### config.mk
export PLATFORM = sky130hd
export DESIGN_NAME = button_debounce_longpress_repeat_top
export DESIGN_NICKNAME = d
export VERILOG_FILES = /design/src/design/bdlr_pkg.sv /design/src/design/bdlr_evq.sv /design/src/design/button_debounce_longpress_repeat_top.sv
export SDC_FILE = /design/constraint.sdc
export NUM_CORES = 1
export LEC_CHECK = 0
export ABC_CLOCK_PERIOD_IN_PS = 8600
export BUFFER_PORTS_ARGS = -buffer_cell sky130_fd_sc_hd__buf_2
export CAP_MARGIN = 20
export CORE_ASPECT_RATIO = 1.2
export CORE_MARGIN = 3
export CORE_UTILIZATION = 59
export CTS_BUF_LIST = sky130_fd_sc_hd__clkbuf_2
export DETAILED_ROUTE_END_ITERATION = 8
export GPL_ROUTABILITY_DRIVEN = 1
export PLACE_DENSITY_LB_ADDON = 0.1
export SLEW_MARGIN = 20
export SYNTH_ARGS = -nofsm -noshare
export SYNTH_HDL_FRONTEND = slang
export SYNTH_SLANG_ARGS = --single-unit
### constraint.sdc
create_clock -name clk_i -period 8.6 [get_ports clk_i]
set_input_delay 1.29 -clock clk_i [delete_from_list [all_inputs] [get_ports clk_i]]
set_output_delay 1.29 -clock clk_i [all_outputs]
set_load 0.01 [all_outputs]
### src/design/bdlr_pkg.sv
// Shared types and constants for the button debouncer with long press and auto-repeat.
// Used by bdlr_evq and button_debounce_longpress_repeat_top; depends on nothing else.
package bdlr_pkg;

  localparam int NUM_BUTTONS = 5;
  localparam int IdxW = (NUM_BUTTONS > 1) ? $clog2(NUM_BUTTONS) : 1;
  localparam logic [IdxW-1:0] LastIdx = IdxW'(NUM_BUTTONS - 1);

  // Configuration register indexes
  localparam logic [2:0] RegActiveHigh  = 3'd0;
  localparam logic [2:0] RegRepeatEn    = 3'd1;
  localparam logic [2:0] RegDebounce    = 3'd2;
  localparam logic [2:0] RegLongPress   = 3'd3;
  localparam logic [2:0] RegRepeatDelay = 3'd4;
  localparam logic [2:0] RegRepeatPer   = 3'd5;

  typedef enum logic [1:0] {
    EV_PRESSED  = 2'd0,
    EV_LONG     = 2'd1,
    EV_REPEAT   = 2'd2,
    EV_RELEASED = 2'd3
  } ev_kind_e;

  typedef enum logic [2:0] {
    PH_IDLE        = 3'd0,
    PH_DEB_PRESS   = 3'd1,
    PH_PRESSED     = 3'd2,
    PH_LONG        = 3'd3,
    PH_REPEAT      = 3'd4,
    PH_DEB_RELEASE = 3'd5
  } phase_e;

  // One entry of the per-button state memory
  typedef struct packed {
    phase_e      phase;
    logic [15:0] countdown;
    logic        armed;
    logic        seen;
  } btn_state_t;

  // Results of one finished tick, handed to the event queue
  typedef struct packed {
    logic                         valid;
    logic [NUM_BUTTONS-1:0]       ev;
    ev_kind_e [NUM_BUTTONS-1:0]   kinds;
    logic [31:0]                  time_stamp;
    logic [7:0]                   held;
  } tick_res_t;

endpackage

### src/design/bdlr_evq.sv
// Event queue: holds the events of one finished tick and delivers them in
// ascending button order. Depends on bdlr_pkg.
module bdlr_evq import bdlr_pkg::*; (
  input  logic        clk_i,
  input  logic        rst_ni,
  input  tick_res_t   res_i,
  output logic        free_o,
  output logic        out_valid_o,
  input  logic        out_ready_i,
  output logic [2:0]  button_index_o,
  output logic [1:0]  event_kind_o,
  output logic [31:0] event_time_o,
  output logic [7:0]  held_mask_o,
  output logic        last_of_tick_o
);

  logic [NUM_BUTTONS-1:0]     ev_q, ev_d;
  ev_kind_e [NUM_BUTTONS-1:0] kinds_q;
  logic [31:0]                time_q;
  logic [7:0]                 held_q;
  logic [IdxW-1:0]            sel;
  logic                       last;
  logic                       pop;

  always_comb begin
    sel = '0;
    for (int i = NUM_BUTTONS - 1; i >= 0; i--) begin
      if (ev_q[i]) sel = IdxW'(i);
    end
  end

  assign last           = ((ev_q & (ev_q - 1'b1)) == '0);
  assign out_valid_o    = |ev_q;
  assign pop            = out_valid_o && out_ready_i;
  assign free_o         = !out_valid_o || (pop && last);
  assign button_index_o = 3'(sel);
  assign event_kind_o   = kinds_q[sel];
  assign event_time_o   = time_q;
  assign held_mask_o    = held_q;
  assign last_of_tick_o = last;

  always_comb begin
    ev_d = ev_q;
    if (pop) ev_d[sel] = 1'b0;
    if (res_i.valid) ev_d = res_i.ev;
  end

  always_ff @(posedge clk_i or negedge rst_ni) begin
    if (!rst_ni) begin
      ev_q <= '0;
    end else begin
      ev_q <= ev_d;
    end
  end

  always_ff @(posedge clk_i) begin
    if (res_i.valid) begin
      kinds_q <= res_i.kinds;
      time_q  <= res_i.time_stamp;
      held_q  <= res_i.held;
    end
  end

endmodule

### src/design/button_debounce_longpress_repeat_top.sv
// Top level of the button debouncer with long press and auto-repeat.
// Depends on bdlr_pkg and bdlr_evq.
//
// Each input transaction is one tick carrying the raw pin levels. The buttons
// are visited one per cycle while not stalled: the state of a button is read
// from a small synchronous memory, updated and written back by the update
// stage, and a new tick is taken as soon as the last button of the previous
// one has been read. The events of a tick are released together once its last
// button is done, one output transaction per cycle while the output is ready,
// in ascending button order; the next tick's final button waits only if the
// previous tick still has events undelivered. There is no clearing pass after
// reset. Configuration writes take effect for countdowns loaded afterwards.
module button_debounce_longpress_repeat_top import bdlr_pkg::*; (
  input  logic        clk_i,
  input  logic        rst_ni,
  input  logic        cfg_we_i,
  input  logic [2:0]  cfg_index_i,
  input  logic [15:0] cfg_data_i,
  input  logic        in_valid_i,
  output logic        in_ready_o,
  input  logic [7:0]  pin_levels_i,
  output logic        out_valid_o,
  input  logic        out_ready_i,
  output logic [2:0]  button_index_o,
  output logic [1:0]  event_kind_o,
  output logic [31:0] event_time_o,
  output logic [7:0]  held_mask_o,
  output logic        last_of_tick_o
);

  // Configuration
  logic [7:0]  act_high_q, rep_en_q;
  logic [15:0] deb_q, long_q, delay_q, period_q;

  always_ff @(posedge clk_i or negedge rst_ni) begin
    if (!rst_ni) begin
      act_high_q <= 8'd16;
      rep_en_q   <= 8'd3;
      deb_q      <= 16'd50;
      long_q     <= 16'd1000;
      delay_q    <= 16'd500;
      period_q   <= 16'd200;
    end else if (cfg_we_i) begin
      unique case (cfg_index_i)
        RegActiveHigh:  act_high_q <= cfg_data_i[7:0];
        RegRepeatEn:    rep_en_q   <= cfg_data_i[7:0];
        RegDebounce:    deb_q      <= cfg_data_i;
        RegLongPress:   long_q     <= cfg_data_i;
        RegRepeatDelay: delay_q    <= cfg_data_i;
        RegRepeatPer:   period_q   <= cfg_data_i;
        default: ;
      endcase
    end
  end

  // Read stage: walks the buttons of the current tick
  logic                   busy_q;
  logic [IdxW-1:0]        idx_q;
  logic [NUM_BUTTONS-1:0] pins_q;
  logic [31:0]            time_q;
  logic [31:0]            tick_cnt_q;

  // Update stage
  logic                   e_valid_q;
  logic [IdxW-1:0]        e_idx_q;
  logic                   e_pr_q;
  logic                   e_last_q;
  logic [31:0]            e_time_q;
  btn_state_t             rd_q;

  btn_state_t             mem [NUM_BUTTONS];
  logic [NUM_BUTTONS-1:0] mem_vld_q;
  logic [NUM_BUTTONS-1:0] held_q, held_d;
  logic [NUM_BUTTONS-1:0] col_ev_q, col_ev_d;
  ev_kind_e [NUM_BUTTONS-1:0] col_kinds_q, col_kinds_d;

  logic                   stall, wr_en, rd_en, in_acc, free;
  btn_state_t             nst;
  logic                   held_n, ev_v, restarted;
  ev_kind_e               ev_kind;
  logic [NUM_BUTTONS-1:0] rep_vec, pins_n, act_n;
  tick_res_t              res;

  assign rep_vec = rep_en_q[NUM_BUTTONS-1:0];
  assign pins_n  = pin_levels_i[NUM_BUTTONS-1:0];
  assign act_n   = act_high_q[NUM_BUTTONS-1:0];

  assign stall      = e_valid_q && e_last_q && !free;
  assign wr_en      = e_valid_q && !stall;
  assign rd_en      = busy_q && !stall;
  assign in_ready_o = !stall && (!busy_q || idx_q == LastIdx);
  assign in_acc     = in_valid_i && in_ready_o;

  always_ff @(posedge clk_i or negedge rst_ni) begin
    if (!rst_ni) begin
      busy_q     <= 1'b0;
      idx_q      <= '0;
      tick_cnt_q <= '0;
      e_valid_q  <= 1'b0;
    end else begin
      if (in_acc) begin
        busy_q     <= 1'b1;
        idx_q      <= '0;
        tick_cnt_q <= tick_cnt_q + 32'd1;
      end else if (rd_en) begin
        if (idx_q == LastIdx) busy_q <= 1'b0;
        else idx_q <= idx_q + 1'b1;
      end
      if (!stall) e_valid_q <= busy_q;
    end
  end

  always_ff @(posedge clk_i) begin
    if (in_acc) begin
      pins_q <= pins_n ~^ act_n;
      time_q <= tick_cnt_q;
    end
    if (rd_en) begin
      e_idx_q  <= idx_q;
      e_pr_q   <= pins_q[idx_q];
      e_last_q <= (idx_q == LastIdx);
      e_time_q <= time_q;
    end
  end

  // State memory: registered read, write back from the update stage, with
  // forwarding when the entry being read is written in the same cycle.
  always_ff @(posedge clk_i) begin
    if (wr_en) mem[e_idx_q] <= nst;
    if (rd_en) begin
      if (wr_en && e_idx_q == idx_q) rd_q <= nst;
      else if (mem_vld_q[idx_q]) rd_q <= mem[idx_q];
      else rd_q <= '0;
    end
  end

  always_ff @(posedge clk_i or negedge rst_ni) begin
    if (!rst_ni) begin
      mem_vld_q   <= '0;
      held_q      <= '0;
      col_ev_q    <= '0;
    end else if (wr_en) begin
      mem_vld_q[e_idx_q] <= 1'b1;
      held_q             <= held_d;
      col_ev_q           <= e_last_q ? '0 : col_ev_d;
    end
  end

  always_ff @(posedge clk_i) begin
    if (wr_en) col_kinds_q <= col_kinds_d;
  end

  // Per-button update: edge handling first, then the countdown
  always_comb begin
    nst       = rd_q;
    held_n    = held_q[e_idx_q];
    ev_v      = 1'b0;
    ev_kind   = EV_PRESSED;
    restarted = 1'b0;
    if (e_pr_q != rd_q.seen) begin
      nst.seen = e_pr_q;
      if (e_pr_q && rd_q.phase == PH_IDLE) begin
        nst.phase     = PH_DEB_PRESS;
        nst.countdown = deb_q;
        nst.armed     = 1'b1;
        restarted     = 1'b1;
      end else if (!e_pr_q && (rd_q.phase == PH_PRESSED || rd_q.phase == PH_LONG ||
                               rd_q.phase == PH_REPEAT || rd_q.phase == PH_DEB_RELEASE)) begin
        nst.phase     = PH_DEB_RELEASE;
        nst.countdown = deb_q;
        nst.armed     = 1'b1;
        restarted     = 1'b1;
      end
    end
    if (!restarted && rd_q.armed) begin
      if (rd_q.countdown <= 16'd1) begin
        nst.armed     = 1'b0;
        nst.countdown = '0;
        case (rd_q.phase)
          PH_DEB_PRESS: begin
            if (nst.seen) begin
              nst.phase     = PH_PRESSED;
              held_n        = 1'b1;
              nst.countdown = long_q;
              nst.armed     = 1'b1;
              ev_v          = 1'b1;
              ev_kind       = EV_PRESSED;
            end else begin
              nst.phase = PH_IDLE;
              held_n    = 1'b0;
            end
          end
          PH_PRESSED: begin
            nst.phase = PH_LONG;
            if (rep_vec[e_idx_q]) begin
              nst.countdown = delay_q;
              nst.armed     = 1'b1;
            end
            ev_v    = 1'b1;
            ev_kind = EV_LONG;
          end
          PH_LONG: begin
            if (rep_vec[e_idx_q]) begin
              nst.phase     = PH_REPEAT;
              nst.countdown = period_q;
              nst.armed     = 1'b1;
              ev_v          = 1'b1;
              ev_kind       = EV_REPEAT;
            end
          end
          PH_REPEAT: begin
            nst.countdown = period_q;
            nst.armed     = 1'b1;
            ev_v          = 1'b1;
            ev_kind       = EV_REPEAT;
          end
          PH_DEB_RELEASE: begin
            if (!nst.seen) begin
              nst.phase = PH_IDLE;
              held_n    = 1'b0;
              ev_v      = 1'b1;
              ev_kind   = EV_RELEASED;
            end else begin
              nst.phase     = PH_PRESSED;
              held_n        = 1'b1;
              nst.countdown = long_q;
              nst.armed     = 1'b1;
            end
          end
          default: ;
        endcase
      end else begin
        nst.countdown = rd_q.countdown - 16'd1;
      end
    end
  end

  always_comb begin
    held_d               = held_q;
    held_d[e_idx_q]      = held_n;
    col_ev_d             = (e_idx_q == '0) ? '0 : col_ev_q;
    col_ev_d[e_idx_q]    = ev_v;
    col_kinds_d          = col_kinds_q;
    col_kinds_d[e_idx_q] = ev_kind;
  end

  always_comb begin
    res.valid      = wr_en && e_last_q;
    res.ev         = col_ev_d;
    res.kinds      = col_kinds_d;
    res.time_stamp = e_time_q;
    res.held       = 8'(held_d);
  end

  bdlr_evq u_evq (
    .clk_i          (clk_i),
    .rst_ni         (rst_ni),
    .res_i          (res),
    .free_o         (free),
    .out_valid_o    (out_valid_o),
    .out_ready_i    (out_ready_i),
    .button_index_o (button_index_o),
    .event_kind_o   (event_kind_o),
    .event_time_o   (event_time_o),
    .held_mask_o    (held_mask_o),
    .last_of_tick_o (last_of_tick_o)
  );

  // A written entry is valid from then on.
  a_vld_after_wr: assert property (@(posedge clk_i) disable iff (!rst_ni)
    wr_en |=> mem_vld_q[$past(e_idx_q)])
    else $error("state entry not marked valid after write-back");

  // The debounced bit agrees with the phase that was written back.
  a_held_phase: assert property (@(posedge clk_i) disable iff (!rst_ni)
    wr_en |-> (held_n == (nst.phase == PH_PRESSED || nst.phase == PH_LONG ||
                          nst.phase == PH_REPEAT || nst.phase == PH_DEB_RELEASE)))
    else $error("held bit inconsistent with phase");

  // A disarmed countdown is always left at zero.
  a_disarmed_zero: assert property (@(posedge clk_i) disable iff (!rst_ni)
    (wr_en && !nst.armed) |-> (nst.countdown == '0))
    else $error("disarmed countdown not zero");

  // A finished tick is only handed over when the event queue can take it.
  a_handoff_free: assert property (@(posedge clk_i) disable iff (!rst_ni)
    res.valid |-> free)
    else $error("tick results handed over while events remain");

endmodule
==> run summary, run 1 <==
YOSYS
----------------------------------------------------------------------------------
Dominant register cell in the synthesized netlist                         edfxtp_1
Share of the synthesized area in the top cell type                           47.3%
Unique cell type count in the Yosys netlist                                     85
Most common cell in the netlist                                           edfxtp_1
Count of flip-flops with a built-in enable after synthesis                     257
Top cells by area in the synthesized netlist                          edfxtp_1 47%, dfrtp_1 17%, mux2_2 5.8%, dfstp_2 3.4%, mux4_2 2.9%
Cell area after synthesis                                              16300 sq um
Leading area contributor after synthesis                                  edfxtp_1
Fraction of synthesis flops using an asynchronous set or reset pin           33.8%
Cell count after synthesis                                                    1103
Count of warnings emitted by yosys                                               0
Most frequent cells after synthesis                                   257 x edfxtp_1, 110 x dfrtp_1, 84 x mux2_2
Sequential area share after synthesis                                        67.6%
Number of synthesized register bits                                            388
Synthesized area divided by synthesized cell count                      14.8 sq um

TIMING
----------------------------------------------------------------------------------
RSZ-0062 raised after global routing                                            no
Setup Viol. Count Final                                                          0
Worst-case headroom to the max-slew limit                                    29.4%
Period utilisation layout                                                    50.2%
Setup Total Neg Slack                                                         0 ns
Post-route setup slack                                                     4.28 ns
Max frequency                                                              232 MHz
Max-slew violation count                                                         0
Maximum clock skew at final layout                                       0.0517 ns
Final hold vios                                                                  0
Transition time at the pin with the least slew margin                      1.05 ns
Final critical path time including I/O delays and setup                    4.32 ns

ROUTE
----------------------------------------------------------------------------------
Routed wirelength normalized by instance count                             20.3 um
Routed wire length                                                         33.4 mm
DRC violations left                                                              0
Detail Route Antenna Nets                                                        0
Vias per Instance                                                             5.97
Initial DRC Count                                                              833
Via count of the routed design                                                9852
Drt pass-1 iters                                                                 5

OUTCOME
----------------------------------------------------------------------------------
Status                                                                complete, no violations

CRITICAL PATH
----------------------------------------------------------------------------------
CP Data Required Time                                                      7.31 ns
Worst R2R Setup Slack                                                      5.01 ns
Startpoint of the worst register-to-register path                       e_idx_q[0]
Cell at the slowest stage of the critical path                             dfrtp_2
Cell-by-cell listing of the critical path                             inv_1, ha_1, nand2_1, and2_1, nor2_1, buf_2
Endpoint kind of the worst setup timing path                          primary output
Kind of launch point of the worst setup path                                  flop
WS Path Type                                                            reg -> out
Biggest cell delay along the critical path                                 1.03 ns
Arrival time at the worst endpoint                                         3.03 ns
Capturing point of the worst reg2reg path                               mem[4][14]
R2R depth                                                                        6
Highest net fanout along the worst path                                         30

CLOCKING
----------------------------------------------------------------------------------
Clock network latency to the later pin of the worst-skew pair              0.91 ns
Clock Path Buffers                                                               3
H-Tree Level Count                                                               3
Buffers inserted during post-CTS setup optimization                              0
Number of buffers created by CTS                                                87
Hold-fix buffer count after cts                                                  0
Total of cells resized after clock tree synthesis                                0
Clock tree root buffer cell                                               clkbuf_2
TritonCTS clock tree                                                          done
# clock sinks                                                                  388
Clock-pin transition on the worst setup and hold timing paths              0.11 ns

FLOORPLAN
----------------------------------------------------------------------------------
CORE AREA                                                              27200 sq um
Number of I/O pins                                                              80
Chip Width                                                                  158 um
Die Ht                                                                      188 um
Area of the die                                                        29700 sq um
Total number of placement rows                                                  66
Starting Density                                                             60.0%

PLACED DESIGN
----------------------------------------------------------------------------------
Port Buffer Count                                                               73
Post-placement setup slack                                                 4.20 ns
Routability cong.                                                            0.912
Post-detailed-placement half-perimeter wirelength                          21.7 mm

FINISH
----------------------------------------------------------------------------------
Final layout net count                                                        1270
P&R area growth vs syn                                                       10.3%
Share of final-layout standard cells stronger than drive strength 1          30.2%

GLOBAL ROUTE
----------------------------------------------------------------------------------
Vias in the first global route                                                9945
GRT Residual Overflow                                                            0
All-layer global routing usage                                               23.5%
Initial antenna violation count                                                  7
Pin count of the biggest net entering global routing                            69
Wire length of the first global-routing pass                               53.8 mm

POWER
----------------------------------------------------------------------------------
Flop pwr share                                                               49.6%
Peak VDD IR                                                             0.000154 V
Fraction of power spent switching nets                                       35.3%
Switching power                                                            2.25 mW
Relative contribution of combinational cells to total power                  31.3%
Clk pwr share                                                                19.1%
Static Leakage                                                             6.87 nW
Internal Pwr Total                                                         4.13 mW
Pwr dens                                                               355 nW/um^2

RUN
----------------------------------------------------------------------------------
Total of max-cap violations                                                      0

WORST HOLD PATH
----------------------------------------------------------------------------------
Classification of the worst-slack hold path                            in -> async

-- layout make-up --
| cell class | instances | area (sq um) |
|---|---|---|
| Antenna cell | 4 | 10.0 |
| Clock buffer | 129 | 646 |
| Clock inverter | 34 | 244 |
| Fill cell | 2017 | 9180 |
| Inverter | 32 | 120 |
| Multi-Input combinational cell | 634 | 5030 |
| Sequential cell | 388 | 11000 |
| Tap cell | 340 | 425 |
| Timing Repair Buffer | 88 | 488 |
-- stage by stage --
step	cells	utilization, %	hold WS, ns	total power, mW	area (sq um)
global placement	1481	62.8	0.402	5.12	17100
detailed placement	1481	62.8	0.405	5.19	17100
global route	1649	66.2	0.318	6.78	18000
floorplan	1105	-	0.400	4.53	16300
finish	1649	66.2	0.384	6.39	18000
CTS	1644	66.1	0.332	6.43	18000
-- worst max-delay path: cells and delay by family, from the launching register on --
kind	cells	cell delay (ns)
buffers and inverters	2	0.33
AND/OR/NAND/NOR	3	0.49
flip-flops	1	1.03
adder cells (fa/ha/maj)	1	0.26
-- how the worst max path moves through the flow --
stage                        startpoint    endpoint  slack [ns]  cells past startpoint
final                          idx_q[0]  in_ready_o        4.28                      6
after global routing           idx_q[0]  in_ready_o        3.90                      6
after CTS                 u_evq.ev_q[1]  in_ready_o        4.07                      5
after detailed placement    out_ready_i  in_ready_o        4.20                      5
after global placement      out_ready_i  in_ready_o        4.26                      5
after floorplan             out_ready_i  e_idx_q[0]        4.50                      4
-- routing by layer --
| layer | routed length, um | track usage, % | part of all wire [%] |
|---|---|---|---|
| met5 | 42 | 0 | 0.13 |
| met3 | 2530 | 6.19 | 7.6 |
| met2 | 15800 | 36.2 | 47 |
| met1 | 14700 | 33.4 | 44 |
| met4 | 442 | 6.84 | 1.3 |
-- registers in the layout (all words and copies together), names as in the netlist, 5 cells and up --
signal,cells
act_high_q,5
col_ev_q,5
col_kinds_q,10
deb_q,16
delay_q,16
e_time_q,32
held_q,5
long_q,16
mem,105
mem_vld_q,5
period_q,16
pins_q,5
rd_q,21
rep_en_q,5
tick_cnt_q,32
time_q,32
u_evq.ev_q,5
u_evq.event_time_o,32
u_evq.held_mask_o,5
u_evq.kinds_q,10
-- kinds of logic (layout without fill, tap and decap cells) --
group	count (synthesis)	after routing	share of synthesized area (%)
AND/OR/NAND/NOR	262	262	8.41
buffers and inverters	83	283	2.06
flip-flops	388	388	67.6
XOR/XNOR	46	46	2.58
AO/OA/AOI/OAI	172	172	7.73
multiplexers	143	143	11.0
other	1	7	0.0230
adder cells (fa/ha/maj)	8	8	0.598
-- layout by cell type (no fill, tap or decap), types with 20 or more instances in the layout --
| cell | n |
|---|---|
| nand2_1 | 75 |
| edfxtp_1 | 257 |
| inv_1 | 31 |
| mux2i_1 | 38 |
| nand3_1 | 20 |
| nor2_1 | 35 |
| dfrtp_1 | 109 |
| clkinv_1 | 23 |
| o21ai_0 | 43 |
| xnor2_1 | 29 |
| mux4_2 | 21 |
| dfstp_2 | 21 |
| buf_2 | 72 |
| mux2_2 | 84 |
| clkbuf_2 | 129 |
| nor3_1 | 21 |
-- power groups by stage --
stage | Clock [mW] | Sequential [mW] | Combinational (mW)
after floorplan | 0 | 3.06 | 1.47
after global placement | 0 | 3.18 | 1.94
after detailed placement | 0 | 3.20 | 1.99
after global routing | 1.36 | 3.23 | 2.19
final | 1.22 | 3.17 | 2.00
after CTS | 1.26 | 3.17 | 2.00
Power figures use the tool's default switching activity.
==> run 2, diff against run 1 <==
--- a/config.mk
+++ b/config.mk
@@ -5,7 +5,8 @@
 export SDC_FILE = /design/constraint.sdc
 export NUM_CORES = 1
 export LEC_CHECK = 0
-export ABC_CLOCK_PERIOD_IN_PS = 8600
+export ABC_AREA = 1
+export ABC_CLOCK_PERIOD_IN_PS = 4300
 export BUFFER_PORTS_ARGS = -buffer_cell sky130_fd_sc_hd__buf_2
 export CAP_MARGIN = 20
 export CORE_ASPECT_RATIO = 1.2
==> constraint.sdc (replaced) <==
create_clock -name clk_i -period 4.3 [get_ports clk_i]
set_input_delay 0.645 -clock clk_i [delete_from_list [all_inputs] [get_ports clk_i]]
set_output_delay 0.645 -clock clk_i [all_outputs]
set_load 0.01 [all_outputs]
==> run summary, run 2 <==
CRITICAL PATH
----------------------------------------------------------------------------------
Cell-by-cell listing of the critical path                             inv_1, nand2_1, a21oi_1, inv_1, o21ai_0, o311ai_0, buf_2
WS Path Type                                                            reg -> out
CP Data Required Time                                                      3.65 ns   -3.66 ns
Startpoint of the worst register-to-register path                     u_evq.ev_q[0]
Critical path buffers and inverters                                              3   +1
Highest net fanout along the worst path                                          6   -80%
Family of cells with the greatest summed delay on the critical path   compound AO/OA/AOI/OAI gates
Critical Path Most Common Cell                                               inv_1
Kind of launch point of the worst setup path                                  flop
Arrival time at the worst endpoint                                         2.48 ns   -0.55 ns
Biggest cell delay along the critical path                                 0.41 ns   -0.62 ns
CP Launch Point                                                       u_evq.ev_q[2]
Endpoint kind of the worst setup timing path                          primary output
Cell at the slowest stage of the critical path                             a21oi_1

YOSYS
----------------------------------------------------------------------------------
Sequential area share after synthesis                                        64.6%   -2.9 points
Count of warnings emitted by yosys                                               0   unchanged
Share of the synthesized area in the top cell type                           45.3%   -2.1 points
Most frequent cells after synthesis                                   532 x nand2_1, 257 x edfxtp_1, 141 x o21ai_0
Count of flip-flops with a built-in enable after synthesis                     257   unchanged
Cell area after synthesis                                              17100 sq um   +4.5%
Unique cell type count in the Yosys netlist                                     44   -48%
Synthesized area divided by synthesized cell count                      10.2 sq um   -31%
Dominant register cell in the synthesized netlist                         edfxtp_1
Fraction of synthesis flops using an asynchronous set or reset pin           33.8%   unchanged
Cell count after synthesis                                                    1676   +52%
Number of synthesized register bits                                            388   unchanged
Most common cell in the netlist                                            nand2_1
Leading area contributor after synthesis                                  edfxtp_1
Top cells by area in the synthesized netlist                          edfxtp_1 45%, dfrtp_1 16%, nand2_1 12%, o21ai_0 4.1%, dfstp_2 3.2%

FLOORPLAN
----------------------------------------------------------------------------------
Starting Density                                                             60.5%   +0.50 points
Total number of placement rows                                                  67   +1.5%
Chip Width                                                                  161 um   +2.2%
Number of I/O pins                                                              80   unchanged
CORE AREA                                                              28200 sq um   +3.7%
Area of the die                                                        31000 sq um   +4.4%
Die Ht                                                                      192 um   +2.2%

PLACED DESIGN
----------------------------------------------------------------------------------
Placed Cells                                                                  2081   +41%
Port Buffer Count                                                               73   unchanged
Post-detailed-placement half-perimeter wirelength                          24.1 mm   +11%
Routability cong.                                                            0.884   -3.2%

POWER
----------------------------------------------------------------------------------
Pwr dens                                                               735 nW/um^2   +110%
Static Leakage                                                             8.23 nW   +20%
Peak VDD IR                                                             0.000348 V   +130%

TIMING
----------------------------------------------------------------------------------
Final hold vios                                                                  0   unchanged
Max frequency                                                              320 MHz
Period utilisation layout                                                    72.8%
Worst-case headroom to the max-slew limit                                    35.1%   +5.7 points
RSZ-0062 raised after global routing                                            no
Max-slew violation count                                                         0   unchanged
Transition time at the pin with the least slew margin                     0.971 ns   -0.0815 ns
Setup Viol. Count Final                                                          0   unchanged
Final critical path time including I/O delays and setup                    3.13 ns
Setup Total Neg Slack                                                         0 ns   unchanged
Maximum clock skew at final layout                                       0.0638 ns   +0.0121 ns

CLOCKING
----------------------------------------------------------------------------------
H-Tree Level Count                                                               3   unchanged
Clock network latency to the later pin of the worst-skew pair              0.89 ns   -0.02 ns
Clock Path Buffers                                                               3   unchanged
Number of buffers created by CTS                                                92   +5.7%
# clock sinks                                                                  388   unchanged
Clock tree root buffer cell                                               clkbuf_2
TritonCTS clock tree                                                          done
Clock-pin transition on the worst setup and hold timing paths              0.10 ns   about the same

ROUTE
----------------------------------------------------------------------------------
Initial DRC Count                                                              989   +19%
Routed wire length                                                         37.6 mm   +13%
Detail Route Antenna Nets                                                        0   unchanged
Routed wirelength normalized by instance count                             16.6 um   -18%
Via count of the routed design                                               12200   +24%
DRC violations left                                                              0   unchanged
Drt pass-1 iters                                                                 5   unchanged
Vias per Instance                                                             5.38   -9.9%

FINISH
----------------------------------------------------------------------------------
Share of final-layout standard cells stronger than drive strength 1          16.9%   -13 points
Final layout net count                                                        1844   +45%
FILL cells                                                                    2341   +16%
Number of flip-flops in the largest register                                   105   unchanged
Largest Register                                                               mem
Sequential cell area                                                   11000 sq um   about the same
Area used by multi-input combinational logic                            5280 sq um   +5.0%
P&R area growth vs syn                                                       9.68%
Highest-count cells in the layout ignoring fill and taps              532 x nand2_1, 257 x edfxtp_1, 143 x clkbuf_2
Most common cell after layout, fill and taps aside                         nand2_1
Number of standard cells in the final layout excluding fillers                2261   +37%

GLOBAL ROUTE
----------------------------------------------------------------------------------
All-layer global routing usage                                               25.1%   +1.6 points
Pin count of the biggest net entering global routing                            83   +20%
Vias in the first global route                                               12100   +22%
Wire length of the first global-routing pass                               62.0 mm   +15%
GRT Residual Overflow                                                            0   unchanged
Initial antenna violation count                                                  1   -6

RUN
----------------------------------------------------------------------------------
Total of max-cap violations                                                      0   unchanged

WORST HOLD PATH
----------------------------------------------------------------------------------
Classification of the worst-slack hold path                              in -> reg
Startpoint of the worst hold path                                     cfg_data_i[15]

OUTCOME
----------------------------------------------------------------------------------
Status                                                                complete, no violations

[run 2: cells by family after synthesis]
group / Yosys count / share of synthesized area [%]
other cells: 1 / 0.0220
flops: 388 / 64.6
fa+ha+maj: 7 / 0.514
compound gates: 217 / 7.40
simple gates: 826 / 20.5
xor+xnor: 45 / 2.31
buf+inv: 192 / 4.59
[run 2: layer usage]
metal  track usage, %  wire, um  vias up
met3             4.75      2150       38
met5                0         0        -
met2             39.9     17700      346
met4             7.28       444        0
li1                 -         -     5951
met1             35.8     17300     5833
[run 2: final timing paths]
kind                                        end  slack [ns]  cells past startpoint
worst max register to register         rd_q[13]        1.32                     13
worst max-delay path            event_kind_o[0]        1.17                      7
worst min-delay path               period_q[15]        0.11                      3
worst min register to register      e_time_q[2]        0.40                      0
min in group asynchronous          period_q[11]        0.41                      2
max in group asynchronous              deb_q[4]        2.92                      3
[run 2: final cells by class]
class	instances	share of cell area [%]
antenna	1	0.0134
clock inverter	27	0.736
inverter	128	2.58
timing repair buffer	97	3.14
multi-input combinational	1098	28.2
sequential	388	58.9
clock buffer	143	3.83
tap	379	2.54
[run 2: what timing repair did]
action	4_1_cts	5_1_grt
hold endpoints to repair	73	0
hold buffers	9	0
resized for setup	0	0
setup endpoints to repair	0	0
setup buffers	0	0
[run 2: where the power goes]
part           total, mW  internal, mW  switching [mW]  leakage (nW)
logic               4.89          1.34            3.55          3.52
clock network       2.36         0.939            1.42         0.651
registers           6.50          5.96           0.547          4.06
[run 2: metrics by stage]
step / utilization [%] / cell area (sq um) / power (mW) / worst slack, ns / hold WS [ns]
after floorplan: - / 17100 / 9.85 / 1.56 / 0.349
after global placement: 63.0 / 17700 / 11.3 / 1.48 / 0.401
after detailed placement: 63.0 / 17700 / 11.4 / 1.35 / 0.405
after CTS: 66.4 / 18700 / 13.8 / 1.04 / 0.0203
after global routing: 66.4 / 18700 / 14.8 / 0.813 / 0.0562
final: 66.4 / 18700 / 13.8 / 1.17 / 0.112
[run 2: tightest hold or removal path, cell delays in order]
cell and delay (ns):
buf_2 0.07, inv_1 0.07, o21ai_0 0.16
==> run 3, diff against run 2 <==
--- a/config.mk
+++ b/config.mk
@@ -6,7 +6,7 @@
 export NUM_CORES = 1
 export LEC_CHECK = 0
 export ABC_AREA = 1
-export ABC_CLOCK_PERIOD_IN_PS = 4300
+export ABC_CLOCK_PERIOD_IN_PS = 3100
 export BUFFER_PORTS_ARGS = -buffer_cell sky130_fd_sc_hd__buf_2
 export CAP_MARGIN = 20
 export CORE_ASPECT_RATIO = 1.2
==> constraint.sdc (replaced) <==
create_clock -name clk_i -period 3.1 [get_ports clk_i]
set_input_delay 0.465 -clock clk_i [delete_from_list [all_inputs] [get_ports clk_i]]
set_output_delay 0.465 -clock clk_i [all_outputs]
set_load 0.01 [all_outputs]
==> run summary, run 3 (synthesis gave the netlist of run 2 again) <==
OUTCOME
----------------------------------------------------------------------------------
Status                                                                complete, no violations

TIMING
----------------------------------------------------------------------------------
Setup Viol. Count Final                                                          0   unchanged
Max-slew violation count                                                         0   unchanged
Transition time at the pin with the least slew margin                      1.00 ns   +0.0299 ns
Maximum clock skew at final layout                                       0.0863 ns   +0.0226 ns
Worst-case headroom to the max-slew limit                                    33.1%   -2.0 points
Final critical path time including I/O delays and setup                    2.93 ns
Period utilisation layout                                                    94.4%
Max frequency                                                              342 MHz
WHS                                                                      0.0813 ns   -0.0306 ns
Final hold vios                                                                  0   unchanged
Post-route setup slack                                                    0.174 ns   -0.997 ns
Setup Total Neg Slack                                                         0 ns   unchanged

PLACED DESIGN
----------------------------------------------------------------------------------
Dpl cell area                                                          17800 sq um   +0.42%
Routability cong.                                                            0.880   -0.43%
Placed Cells                                                                  2091   +0.48%
Post-detailed-placement half-perimeter wirelength                          23.8 mm   -1.2%
Post-placement setup slack                                                0.507 ns   -0.847 ns
Port Buffer Count                                                               73   unchanged

ROUTE
----------------------------------------------------------------------------------
Highest routed metal layer                                                    met4
Met1 wire length                                                           17.1 mm   -1.2%
Vias per Instance                                                             5.34   -0.72%
Routed length on met3                                                      2.34 mm   +8.4%
Metal2 WL                                                                  17.5 mm   -1.4%
Via count of the routed design                                               12200   +0.38%
Detail Route Antenna Nets                                                        0   unchanged
Initial DRC Count                                                              960   -2.9%
DRC violations left                                                              0   unchanged
Routed wire length                                                         37.5 mm   -0.31%
Drt pass-1 iters                                                                 5   unchanged
Routed wirelength normalized by instance count                             16.4 um   -1.4%

POWER
----------------------------------------------------------------------------------
Clk pwr share                                                                17.4%   +0.2 points
Static Leakage                                                             8.37 nW   +1.6%
Pwr dens                                                              1020 nW/um^2   +38%
Internal Pwr Total                                                         11.5 mW   +40%
Flop pwr share                                                               46.9%   -0.4 points
Fraction of power spent switching nets                                       40.1%   about the same
Switching power                                                            7.72 mW   +40%
Overall power after layout                                                 19.3 mW   +40%
Peak VDD IR                                                             0.000489 V   +40%
Relative contribution of combinational cells to total power                  35.7%   +0.2 points

CLOCKING
----------------------------------------------------------------------------------
TritonCTS clock tree                                                          done
Clock Path Buffers                                                               3   unchanged
Clock-pin transition on the worst setup and hold timing paths              0.12 ns   +0.02 ns
Clock network latency to the later pin of the worst-skew pair              0.93 ns   +0.04 ns
H-Tree Level Count                                                               3   unchanged
Number of buffers created by CTS                                                90   -2.2%
Clock tree root buffer cell                                               clkbuf_2
# clock sinks                                                                  388   unchanged

FLOORPLAN
----------------------------------------------------------------------------------
Die Ht                                                                      192 um   unchanged
Starting Density                                                             60.5%   unchanged
CORE AREA                                                              28200 sq um   unchanged
Number of I/O pins                                                              80   unchanged
Chip Width                                                                  161 um   unchanged
Total number of placement rows                                                  67   unchanged
Area of the die                                                        31000 sq um   unchanged

FINISH
----------------------------------------------------------------------------------
Largest Register                                                               mem
Post-layout utilization of the core                                          67.4%   +1.0 points
FILL cells                                                                    2307   -1.5%
Final layout net count                                                        1870   +1.4%
Highest-count cells in the layout ignoring fill and taps              531 x nand2_1, 257 x edfxtp_1, 141 x o21ai_0
P&R area growth vs syn                                                       11.3%
Area used by multi-input combinational logic                            5300 sq um   +0.31%
Most common cell after layout, fill and taps aside                         nand2_1
Post-route cell area                                                   19000 sq um   +1.5%
Number of standard cells in the final layout excluding fillers                2286   +1.1%
Sequential cell area                                                   11000 sq um   about the same
Number of flip-flops in the largest register                                   105   unchanged
Share of final-layout standard cells stronger than drive strength 1          17.5%   +0.57 points

CRITICAL PATH
----------------------------------------------------------------------------------
Cell-by-cell listing of the critical path                             nor2_4, a21oi_1, nor3_1, nand3_2, nand2_4, inv_1, a21oi_1, buf_2
WS Path Type                                                            reg -> out
Critical Path Most Common Cell                                             a21oi_1
Biggest cell delay along the critical path                                 0.47 ns   +0.06 ns
Cell at the slowest stage of the critical path                             dfrtp_2
Arrival time at the worst endpoint                                         2.46 ns   -0.02 ns
Endpoint kind of the worst setup timing path                          primary output
CP Launch Point                                                       u_evq.ev_q[0]
Kind of launch point of the worst setup path                                  flop
Highest net fanout along the worst path                                          6   unchanged
CP Data Required Time                                                      2.63 ns   -1.02 ns
Startpoint of the worst register-to-register path                       e_idx_q[1]

GLOBAL ROUTE
----------------------------------------------------------------------------------
Pin count of the biggest net entering global routing                            74   -11%
GRT Residual Overflow                                                            0   unchanged
All-layer global routing usage                                               25.0%   -0.061 points
Wire length of the first global-routing pass                               61.6 mm   -0.69%
Initial antenna violation count                                                  1   unchanged
Vias in the first global route                                               12000   -0.80%

RUN
----------------------------------------------------------------------------------
Total of max-cap violations                                                      0   unchanged

WORST HOLD PATH
----------------------------------------------------------------------------------
Classification of the worst-slack hold path                            in -> async

## run 3: cell count changes in the layout (fill, tap and decap cells not counted), moves of 2 or more
cell	previous run	this run
inv_2	13	15
buf_4	14	26
clkinv_2	3	10
clkbuf_2	143	133
clkinv_1	24	21
dlygate4sd3_1	9	25
## run 3: timing repair
item,4_1_cts,5_1_grt
hold buffers,24,1
buffers inserted,0,2
endpoints found under the setup margin,0,3
endpoints found under the hold margin,163,6
resized for setup,0,7
## run 3: worst max-delay path, delay by kind of cell (launching register included)
family          cells  cell delay, ns
simple gates        4            0.57
flops               1            0.47
compound gates      2            0.28
buf+inv             2            0.22
## run 3: worst paths after layout
kind / slack, ns / to / depth (start not counted)
max: 0.17 / in_ready_o / 8
min: 0.08 / long_q[11] / 2
max reg2reg: 0.44 / col_kinds_q[3] / 8
min reg2reg: 0.38 / u_evq.event_time_o[28] / 0
max in group asynchronous: 2.11 / mem_vld_q[3] / 3
min in group clk_i: 0.10 / act_high_q[4] / 4
## run 3: final cells by class
cell class                 instances  area share, %
multi-input combinational       1098           27.9
sequential                       388           58.1
clock buffer                     133           3.51
clock inverter                    34           1.06
inverter                         128           2.53
tap                              379           2.50
timing repair buffer             125           4.41
antenna                            1         0.0132
## run 3: power groups by stage
stage | Combinational (mW) | Clock (mW) | Sequential, mW
after floorplan | 4.73 | 0 | 8.94
after global placement | 6.58 | 0 | 9.07
after detailed placement | 6.79 | 0 | 9.10
after CTS | 6.83 | 3.44 | 9.01
after global routing | 7.77 | 3.72 | 9.21
final | 6.89 | 3.35 | 9.03
## run 3: layer usage
metal  track usage, %  vias up
met5                0        -
met4             6.95        0
met3             5.44       55
met2             39.7      370
met1             35.6     5782
li1                 -     6007
